--- config.mk ---
export PLATFORM = sky130hd
export DESIGN_NAME = joystick_radial_deadzone
export DESIGN_NICKNAME = d
export VERILOG_FILES = /design/src/rtl/core/jrd_pkg.sv /design/src/rtl/core/jrd_div.sv /design/src/rtl/core/jrd_lane.sv /design/src/rtl/core/joystick_radial_deadzone.sv
export SDC_FILE = /design/constraint.sdc
export NUM_CORES = 2
export LEC_CHECK = 0
export BUFFER_PORTS_ARGS = -buffer_cell sky130_fd_sc_hd__buf_4
export CORE_MARGIN = 4
export CORE_UTILIZATION = 35
export CTS_CLUSTER_DIAMETER = 30
export DETAILED_ROUTE_END_ITERATION = 16
export PLACE_DENSITY = 0.59
export SLEW_MARGIN = 25
export SYNTH_ARGS = -nofsm -noshare
export SYNTH_HDL_FRONTEND = slang
export SYNTH_HIERARCHICAL = 1
export SYNTH_SLANG_ARGS = --single-unit
--- constraint.sdc ---
create_clock -name i_clk -period 15.7 [get_ports i_clk]
set_input_delay 1.57 -clock i_clk [delete_from_list [all_inputs] [get_ports i_clk]]
set_output_delay 1.57 -clock i_clk [all_outputs]
set_load 0.02 [all_outputs]
--- src/rtl/core/jrd_pkg.sv ---
// jrd_pkg: shared types and constants for the radial deadzone block
// no dependencies
package jrd_pkg;

    localparam int OUT_FRAC_BITS = 15;
    localparam logic [14:0] FULL_SCALE = 15'h7fff;
    localparam logic [15:0] A_MASK = 16'h1000;
    localparam logic [14:0] LEFT_DZ_RESET = 15'd7849;
    localparam logic [14:0] RIGHT_DZ_RESET = 15'd8689;
    localparam logic [0:0] REG_LEFT_DZ = 1'b0;
    localparam logic [0:0] REG_RIGHT_DZ = 1'b1;

    // quotient width: value up to 2^16 << frac, keep enough
    localparam int NUM_W = 16 + OUT_FRAC_BITS;
    localparam int CNT_W = $clog2(NUM_W + 1);

    typedef enum logic [2:0] {
        ST_IDLE, ST_SQRT, ST_CHECK, ST_DIV, ST_DONE
    } t_lane_state;

    typedef struct packed {
        logic        active;
        logic [15:0] dir_x;
        logic [15:0] dir_y;
        logic [14:0] amount;
    } t_lane_res;

endpackage

--- src/rtl/core/jrd_div.sv ---
// jrd_div: restoring divider, one quotient bit per cycle
// depends on jrd_pkg
module jrd_div
    import jrd_pkg::*;
(
    input  logic             i_clk,
    input  logic             i_rst_n,
    input  logic             i_start,
    input  logic [NUM_W-1:0] i_num,
    input  logic [16:0]      i_den,
    output logic             o_done,
    output logic [NUM_W-1:0] o_quot
);
    logic [NUM_W-1:0] r_q, n_q;
    logic [16:0]      r_rem, n_rem;
    logic [17:0]      trial;
    logic [16:0]      r_den;
    logic [CNT_W-1:0] r_cnt;
    logic             r_busy;

    always_comb begin
        trial = {r_rem, r_q[NUM_W-1]} - {1'b0, r_den};
        if (!trial[17]) begin
            n_rem = trial[16:0];
            n_q   = {r_q[NUM_W-2:0], 1'b1};
        end else begin
            n_rem = {r_rem[15:0], r_q[NUM_W-1]};
            n_q   = {r_q[NUM_W-2:0], 1'b0};
        end
    end

    always_ff @(posedge i_clk) begin
        if (!i_rst_n) begin
            r_busy <= 1'b0;
            r_cnt  <= '0;
            o_done <= 1'b0;
        end else begin
            o_done <= 1'b0;
            if (i_start) begin
                r_busy <= 1'b1;
                r_cnt  <= CNT_W'(NUM_W);
                r_q    <= i_num;
                r_rem  <= '0;
                r_den  <= i_den;
            end else if (r_busy) begin
                r_q   <= n_q;
                r_rem <= n_rem;
                r_cnt <= r_cnt - 1'b1;
                if (r_cnt == CNT_W'(1)) begin
                    r_busy <= 1'b0;
                    o_done <= 1'b1;
                end
            end
        end
    end
    assign o_quot = r_q;
endmodule

--- src/rtl/core/jrd_lane.sv ---
// jrd_lane: one stick: iterative square root, then, outside the deadzone, three divisions on a shared divider
// depends on jrd_pkg, jrd_div
module jrd_lane
    import jrd_pkg::*;
(
    input  logic        i_clk,
    input  logic        i_rst_n,
    input  logic        i_start,
    input  logic [15:0] i_x,
    input  logic [15:0] i_y,
    input  logic [14:0] i_dz,
    output logic        o_done,
    output t_lane_res   o_res
);
    t_lane_state r_state, n_state;
    logic [31:0] r_n;
    logic [15:0] r_root;
    logic [3:0]  r_step;
    logic [1:0]  r_sel;
    logic        r_xneg, r_yneg;
    logic [15:0] r_ax, r_ay;
    logic [14:0] r_dz;
    logic [31:0] sq;
    logic [33:0] sq_x, sq_y;
    logic [16:0] ax_w, ay_w;
    logic [33:0] t_rem;
    logic        div_start, div_done;
    logic [NUM_W-1:0] div_num, div_q;
    logic [16:0] div_den;
    logic [1:0]  div_sel;
    logic [14:0] cl;
    logic [15:0] dq;

    assign ax_w = i_x[15] ? 17'(-$signed({i_x[15], i_x})) : {1'b0, i_x};
    assign ay_w = i_y[15] ? 17'(-$signed({i_y[15], i_y})) : {1'b0, i_y};
    assign sq_x = ax_w * ax_w;
    assign sq_y = ay_w * ay_w;
    assign sq = sq_x[31:0] + sq_y[31:0];

    // one root bit per cycle: remainder in r_rem2, radicand bits taken from r_n top bits
    logic [33:0] r_rem2;
    logic [35:0] tr;
    always_comb begin
        tr = {r_rem2, r_n[31:30]} - {18'd0, r_root, 2'b01};
        t_rem = tr[33:0];
    end

    assign cl = (r_root > 16'(FULL_SCALE)) ? FULL_SCALE : r_root[14:0];

    // a restart loads the operands of the next division
    assign div_sel = (r_state == ST_DIV && div_done) ? r_sel + 2'd1 : r_sel;

    always_comb begin
        n_state = r_state;
        div_start = 1'b0;
        div_num = '0;
        div_den = {1'b0, r_root};
        unique case (r_state)
            ST_IDLE: if (i_start) n_state = ST_SQRT;
            ST_SQRT: if (r_step == 4'd0) n_state = ST_CHECK;
            // root is complete here, last bit landed on the way in
            ST_CHECK: begin
                if (r_root <= {1'b0, r_dz})
                    n_state = ST_DONE;
                else begin
                    n_state = ST_DIV;
                    div_start = 1'b1;
                end
            end
            ST_DIV: begin end
            ST_DONE: n_state = ST_IDLE;
            default: n_state = ST_IDLE;
        endcase
        unique case (div_sel)
            2'd0: div_num = NUM_W'({r_ax, {OUT_FRAC_BITS{1'b0}}});
            2'd1: div_num = NUM_W'({r_ay, {OUT_FRAC_BITS{1'b0}}});
            default: begin
                div_num = NUM_W'({cl - r_dz, {OUT_FRAC_BITS{1'b0}}});
                div_den = {2'b0, FULL_SCALE - r_dz};
            end
        endcase
        if (r_state == ST_DIV && div_done && r_sel != 2'd2) div_start = 1'b1;
        if (r_state == ST_DIV && div_done && r_sel == 2'd2) n_state = ST_DONE;
    end

    jrd_div u_div (
        .i_clk, .i_rst_n, .i_start(div_start), .i_num(div_num),
        .i_den(div_den), .o_done(div_done), .o_quot(div_q)
    );

    assign dq = (div_q > NUM_W'(32767)) ? 16'h7fff : div_q[15:0];

    always_ff @(posedge i_clk) begin
        if (!i_rst_n) begin
            r_state <= ST_IDLE;
            o_done  <= 1'b0;
        end else begin
            r_state <= n_state;
            o_done  <= (r_state == ST_DONE);
        end
    end

    always_ff @(posedge i_clk) begin
        if (r_state == ST_IDLE && i_start) begin
            r_n    <= sq;
            r_rem2 <= '0;
            r_root <= '0;
            r_step <= 4'd15;
            r_sel  <= 2'd0;
            r_ax   <= ax_w[15:0];
            r_ay   <= ay_w[15:0];
            r_xneg <= i_x[15];
            r_yneg <= i_y[15];
            r_dz   <= i_dz;
            o_res  <= '0;
        end else if (r_state == ST_SQRT) begin
            if (!tr[35]) begin
                r_rem2 <= t_rem;
                r_root <= {r_root[14:0], 1'b1};
            end else begin
                r_rem2 <= {r_rem2[31:0], r_n[31:30]};
                r_root <= {r_root[14:0], 1'b0};
            end
            r_n <= {r_n[29:0], 2'b00};
            if (r_step != 4'd0) r_step <= r_step - 1'b1;
        end else if (r_state == ST_DIV && div_done) begin
            o_res.active <= 1'b1;
            r_sel <= r_sel + 1'b1;
            unique case (r_sel)
                2'd0: o_res.dir_x <= r_xneg ? 16'(-((div_q > NUM_W'(32768)) ? 17'h8000
                                   : {1'b0, div_q[15:0]})) : dq;
                2'd1: o_res.dir_y <= r_yneg ? 16'(-((div_q > NUM_W'(32768)) ? 17'h8000
                                   : {1'b0, div_q[15:0]})) : dq;
                default: o_res.amount <= (r_dz == FULL_SCALE) ? FULL_SCALE
                                   : ((div_q > NUM_W'(32767)) ? FULL_SCALE : div_q[14:0]);
            endcase
        end
    end
endmodule

--- src/rtl/core/joystick_radial_deadzone.sv ---
// joystick_radial_deadzone: top level, two stick lanes and the merge/output register
// depends on jrd_pkg, jrd_lane
//
// channel | dir | handshake           | payload
// in      | in  | i_valid / o_ready   | packet_number, buttons, sticks
// out     | out | o_valid / i_ready   | jump, active, dir, amount per stick
// cfg     | in  | i_cfg_valid / o_cfg_ready | i_cfg_index, i_cfg_data
//
// an active stick goes from accept to result through 16 root steps, one
// deadzone check and three divisions, the two lanes side by side;
// with both sticks inside their deadzones the divisions are skipped;
// one report at a time; a result waits in the output register, next report
// accepted once the result is taken; reset is synchronous, active low
module joystick_radial_deadzone
    import jrd_pkg::*;
(
    input  logic        i_clk,
    input  logic        i_rst_n,
    input  logic        i_valid,
    output logic        o_ready,
    input  logic [31:0] i_packet_number,
    input  logic [15:0] i_buttons,
    input  logic [15:0] i_left_x,
    input  logic [15:0] i_left_y,
    input  logic [15:0] i_right_x,
    input  logic [15:0] i_right_y,
    input  logic        i_cfg_valid,
    output logic        o_cfg_ready,
    input  logic [0:0]  i_cfg_index,
    input  logic [14:0] i_cfg_data,
    output logic        o_valid,
    input  logic        i_ready,
    output logic        o_jump,
    output logic        o_left_active,
    output logic [15:0] o_left_dir_x,
    output logic [15:0] o_left_dir_y,
    output logic [14:0] o_left_amount,
    output logic        o_right_active,
    output logic [15:0] o_right_dir_x,
    output logic [15:0] o_right_dir_y,
    output logic [14:0] o_right_amount
);
    logic [14:0] r_ldz, r_rdz;
    logic [31:0] r_last;
    logic        r_busy, r_jump, r_ld, r_rd;
    logic        start, l_done, r_done_w;
    t_lane_res   l_res, r_res;

    assign o_ready     = !r_busy && !o_valid;
    assign o_cfg_ready = 1'b1;
    assign start       = i_valid && o_ready;

    jrd_lane u_left (.i_clk, .i_rst_n, .i_start(start), .i_x(i_left_x), .i_y(i_left_y),
                     .i_dz(r_ldz), .o_done(l_done), .o_res(l_res));
    jrd_lane u_right (.i_clk, .i_rst_n, .i_start(start), .i_x(i_right_x), .i_y(i_right_y),
                      .i_dz(r_rdz), .o_done(r_done_w), .o_res(r_res));

    always_ff @(posedge i_clk) begin
        if (!i_rst_n) begin
            r_ldz <= LEFT_DZ_RESET;
            r_rdz <= RIGHT_DZ_RESET;
            r_last <= '0;
            r_busy <= 1'b0;
            r_ld <= 1'b0;
            r_rd <= 1'b0;
            o_valid <= 1'b0;
        end else begin
            if (i_cfg_valid) begin
                unique case (i_cfg_index)
                    REG_LEFT_DZ:  r_ldz <= i_cfg_data;
                    REG_RIGHT_DZ: r_rdz <= i_cfg_data;
                    default: ;
                endcase
            end
            if (start) begin
                r_busy <= 1'b1;
                r_jump <= (i_packet_number != r_last) && (i_buttons == A_MASK);
                r_last <= i_packet_number;
                r_ld <= 1'b0;
                r_rd <= 1'b0;
            end else if (r_busy) begin
                // merge: wait for both lanes
                if (l_done) begin
                    r_ld <= 1'b1;
                    {o_left_active, o_left_dir_x, o_left_dir_y, o_left_amount} <= l_res;
                end
                if (r_done_w) begin
                    r_rd <= 1'b1;
                    {o_right_active, o_right_dir_x, o_right_dir_y, o_right_amount} <= r_res;
                end
                if ((r_ld || l_done) && (r_rd || r_done_w)) begin
                    r_busy <= 1'b0;
                    o_valid <= 1'b1;
                    o_jump <= r_jump;
                end
            end
            if (o_valid && i_ready) o_valid <= 1'b0;
        end
    end

    assert property (@(posedge i_clk) disable iff (!i_rst_n) !(o_valid && r_busy))
        else $error("result shown while lanes busy");
    assert property (@(posedge i_clk) disable iff (!i_rst_n) start |=> r_busy)
        else $error("lanes not started");
    assert property (@(posedge i_clk) disable iff (!i_rst_n) o_valid && !i_ready |=> o_valid)
        else $error("result dropped");
endmodule
==> qor.yml <==
run_status:
  run_status: "completed"
clock_tree:
  holdBufCountCts: 0
  numClockSinks: 686
  clk_path_buf_depth: 3
  tritoncts.num_buffers: 160
  clock_latency_ns: 0.76
  clk_transition_reported_paths_ns: 0.04
  cts_tree: "built"
  cts.repair_timing.setup_buffer_count: 0
  cts_root_buffer: "sky130_fd_sc_hd__clkbuf_16"
  cts-resized-gates: 0
  htreeDepth: 4
sta:
  finClkSkew_ns: 0.0408
  rsz0062_at_grt: "false"
  finalHoldViolations: 0
  min_period_ns: 10.89
  slew_headroom_pct: 31.3
  fmax_mhz: 91.8
  setup_viol_count_final: 0
  finalHoldWorstSlack_ns: 0.424
  transition_at_the_pin_with_the_smallest_max_transition_slack_ns: 1.03
  fin_tns_setup_ns: 0
  timing_max_transition_violations_final: 0
  timing.final.crit_share_pct: 69.4
floorplanning:
  y_dimension_of_the_die_um: 442
  top_level_ports: 233
  design.die.area_um2: 196000
  num_rows: 159
  chipWidth_um: 442
  core_area_um2: 188000
  floorplan.initialDensity_pct: 35.2
yosys:
  syn_area_um2: 66000
  post_synth_most_frequent_cells: "sky130_fd_sc_hd__inv_1 (1348), sky130_fd_sc_hd__fa_1 (892), sky130_fd_sc_hd__nand2_1 (788), sky130_fd_sc_hd__ha_1 (492), sky130_fd_sc_hd__nor2_1 (406)"
  synth.area.mux_share_pct: 1.81
  ys_ff_latch: 686
  yosys_warnings: 6
  synth_largest_area_cell: "sky130_fd_sc_hd__fa_1"
  synth_enable_flop_cells: 390
  yosysSeqAreaShare_pct: 26.7
  postSynthAreaPerCell_um2: 9.64
  async_reset_ff_share_pct: 0
  post-synth-top-area-fraction_pct: 27.0
  synthMostInstantiatedCell: "sky130_fd_sc_hd__inv_1"
  synth.lib_cells_used.distinct: 94
  syn-instance-count: 6847
  main_combinational_cell_family_by_area_after_synthesis: "adder cells"
  synth_top_cells_by_area: "sky130_fd_sc_hd__fa_1 (27%), sky130_fd_sc_hd__edfxtp_1 (18%), sky130_fd_sc_hd__ha_1 (9.3%)"
  yosys.area_share.xor_xnor_pct: 3.93
  share_of_synthesized_cell_area_in_and_or_nand_and_nor_gates_pct: 11.5
  synth_fa_ha_area_share_pct: 36.4
  top_reg_cell_synth: "sky130_fd_sc_hd__edfxtp_1"
  synth_compound_area_share_pct: 10.5
worst_setup_path:
  critical_path.max_fanout: 16
  cp.arrival_ns: 11.36
  path_common_cell: "sky130_fd_sc_hd__fa_1"
  crit_type: "primary input to register"
  cp_slowest_cell: "sky130_fd_sc_hd__clkinv_1"
  cp-end-kind: "register"
  max_stage_delay_ns: 0.64
  critPathRequiredTime_ns: 16.17
  worst_setup_path_start_kind: "primary input"
worst_hold_path:
  min-delay-path-class: "register to register"
grt:
  grt_usage_pct: 17.6
  via_count_of_the_first_global_routing_pass: 50800
  grt.overflow.total: 0
  global_route_wire_length_before_repair_um: 277000
  number_of_antenna_violations_at_the_first_check_in_global_routing: 24
  grt_max_degree: 89
finish:
  final_layout_size_suffix_gt1_share_pct: 10.5
  final_cell_count_no_fill: 9912
  layout.area.seq_um2: 17600
  layout.nets: 8785
  final_core_util_pct: 41.1
  fillers: 18200
  flow.area_growth_from_synthesis_pct: 16.8
  multi_input_area_um2: 43100
routing:
  viasPerCell: 4.87
  wirelength_um: 171000
  post-route-drc-count: 0
  detailroute.via_count: 48200
  postRouteAntennaNets: 0
  detailedRoute.firstIterationViolations: 3060
  first_pass_iters: 5
  wl_per_cell_um: 17.3
placement:
  post-place-cells: 9601
  io_buffers: 231
  place.detailed.hpwl_um: 136000
  place.gp.congestion: 0.909
run:
  cap_violations: 0
[metrics by stage]
| step | setup WS, ns | area, um^2 |
|---|---|---|
| after floorplan | 5.43 | 66700 |
| after global placement | 4.28 | 71300 |
| after detailed placement | 4.10 | 71300 |
| after CTS | 4.91 | 77100 |
| after global routing | 4.31 | 77100 |
| final | 4.81 | 77100 |
[final timing paths]
check / start / cells past startpoint / endpoint / slack (ns)
setup reg to reg: u_right/r_dz[1] / 14 / u_right/u_div/r_den[4] / 11.57
hold / removal: u_right/o_res[29] / 0 / o_right_dir_y[14] / 0.42
hold reg to reg: u_right/o_res[29] / 0 / o_right_dir_y[14] / 0.42
setup / recovery: i_left_y[0] / 30 / u_left/r_n[31] / 4.81
[placed cells by master (no fill, tap or decap), drive strengths merged, types with 16 or more instances in the layout]
cell type / n
a21oi: 305
mux2i: 46
nor2b: 26
or3: 55
a21o: 60
conb: 186
edfxtp: 390
a22o: 16
nor3: 77
nand3: 85
nand2b: 44
and2: 26
o221a: 20
xnor2: 167
nor2: 409
o31ai: 28
fa: 892
a22oi: 16
o21a: 43
mux2: 65
clkinv: 86
buf: 294
a31oi: 26
clkbuf: 189
nand4: 40
o211ai: 16
nand2: 792
dfxtp: 296
a21boi: 61
nor4: 35
ha: 492
a211oi: 58
xor2: 129
bufinv: 19
o21ai: 327
inv: 1374
and3: 16
[cell type report]
type / instances / share of cell area, %
Timing Repair Buffer: 294 / 2.86
Antenna cell: 11 / 0.0357
Clock inverter: 111 / 1.96
Inverter: 1383 / 6.74
Sequential cell: 686 / 22.9
Tap cell: 2495 / 4.05
Multi-Input combinational cell: 4743 / 55.9
Clock buffer: 189 / 5.59
[layer usage]
metal  global-route usage (%)  wire length (um)  up-vias
li1                         -                 -    22900
met1                     23.1             75000    23700
met2                     28.8             80500     1296
met3                     3.24              9330      365
met4                     6.48              6420        2
met5                        0                20        -
[critical path, delay by kind of cell]
family	cells	cell delay [ns]
AO/OA/AOI/OAI	5	1.10
XOR/XNOR	2	0.73
adder cells (fa/ha/maj)	10	4.81
buffers and inverters	6	1.44
AND/OR/NAND/NOR	7	1.70
[sequential cells by signal, summed over array words and instances (netlist names), 16 cells and up]
| signal | cells |
|---|---|
| u_left/o_res | 48 |
| u_right/o_res | 48 |
| u_left/r_rem2 | 34 |
| u_right/r_rem2 | 34 |
| r_last | 32 |
| u_left/r_n | 32 |
| u_right/r_n | 32 |
| u_left/u_div/o_quot | 31 |
| u_right/u_div/o_quot | 31 |
| u_left/u_div/r_den | 17 |
| u_left/u_div/r_rem | 17 |
| u_right/u_div/r_den | 17 |
| u_right/u_div/r_rem | 17 |
| o_left_dir_x | 16 |
| o_left_dir_y | 16 |
| o_right_dir_x | 16 |
| o_right_dir_y | 16 |
| u_left/r_ax | 16 |
| u_left/r_ay | 16 |
| u_left/r_root | 16 |
| u_right/r_ax | 16 |
| u_right/r_ay | 16 |
| u_right/r_root | 16 |
[kinds of logic (layout without fill, tap and decap cells)]
group | Yosys count | after routing
xor+xnor | 296 | 296
mux | 111 | 111
other cells | 5 | 197
flops | 686 | 686
simple gates | 1685 | 1685
compound gates | 1081 | 1081
buf+inv | 1599 | 1977
fa+ha+maj | 1384 | 1384
Power is not shown: default switching activity piles up to over one toggle a cycle in this logic, so the estimate is an artifact.
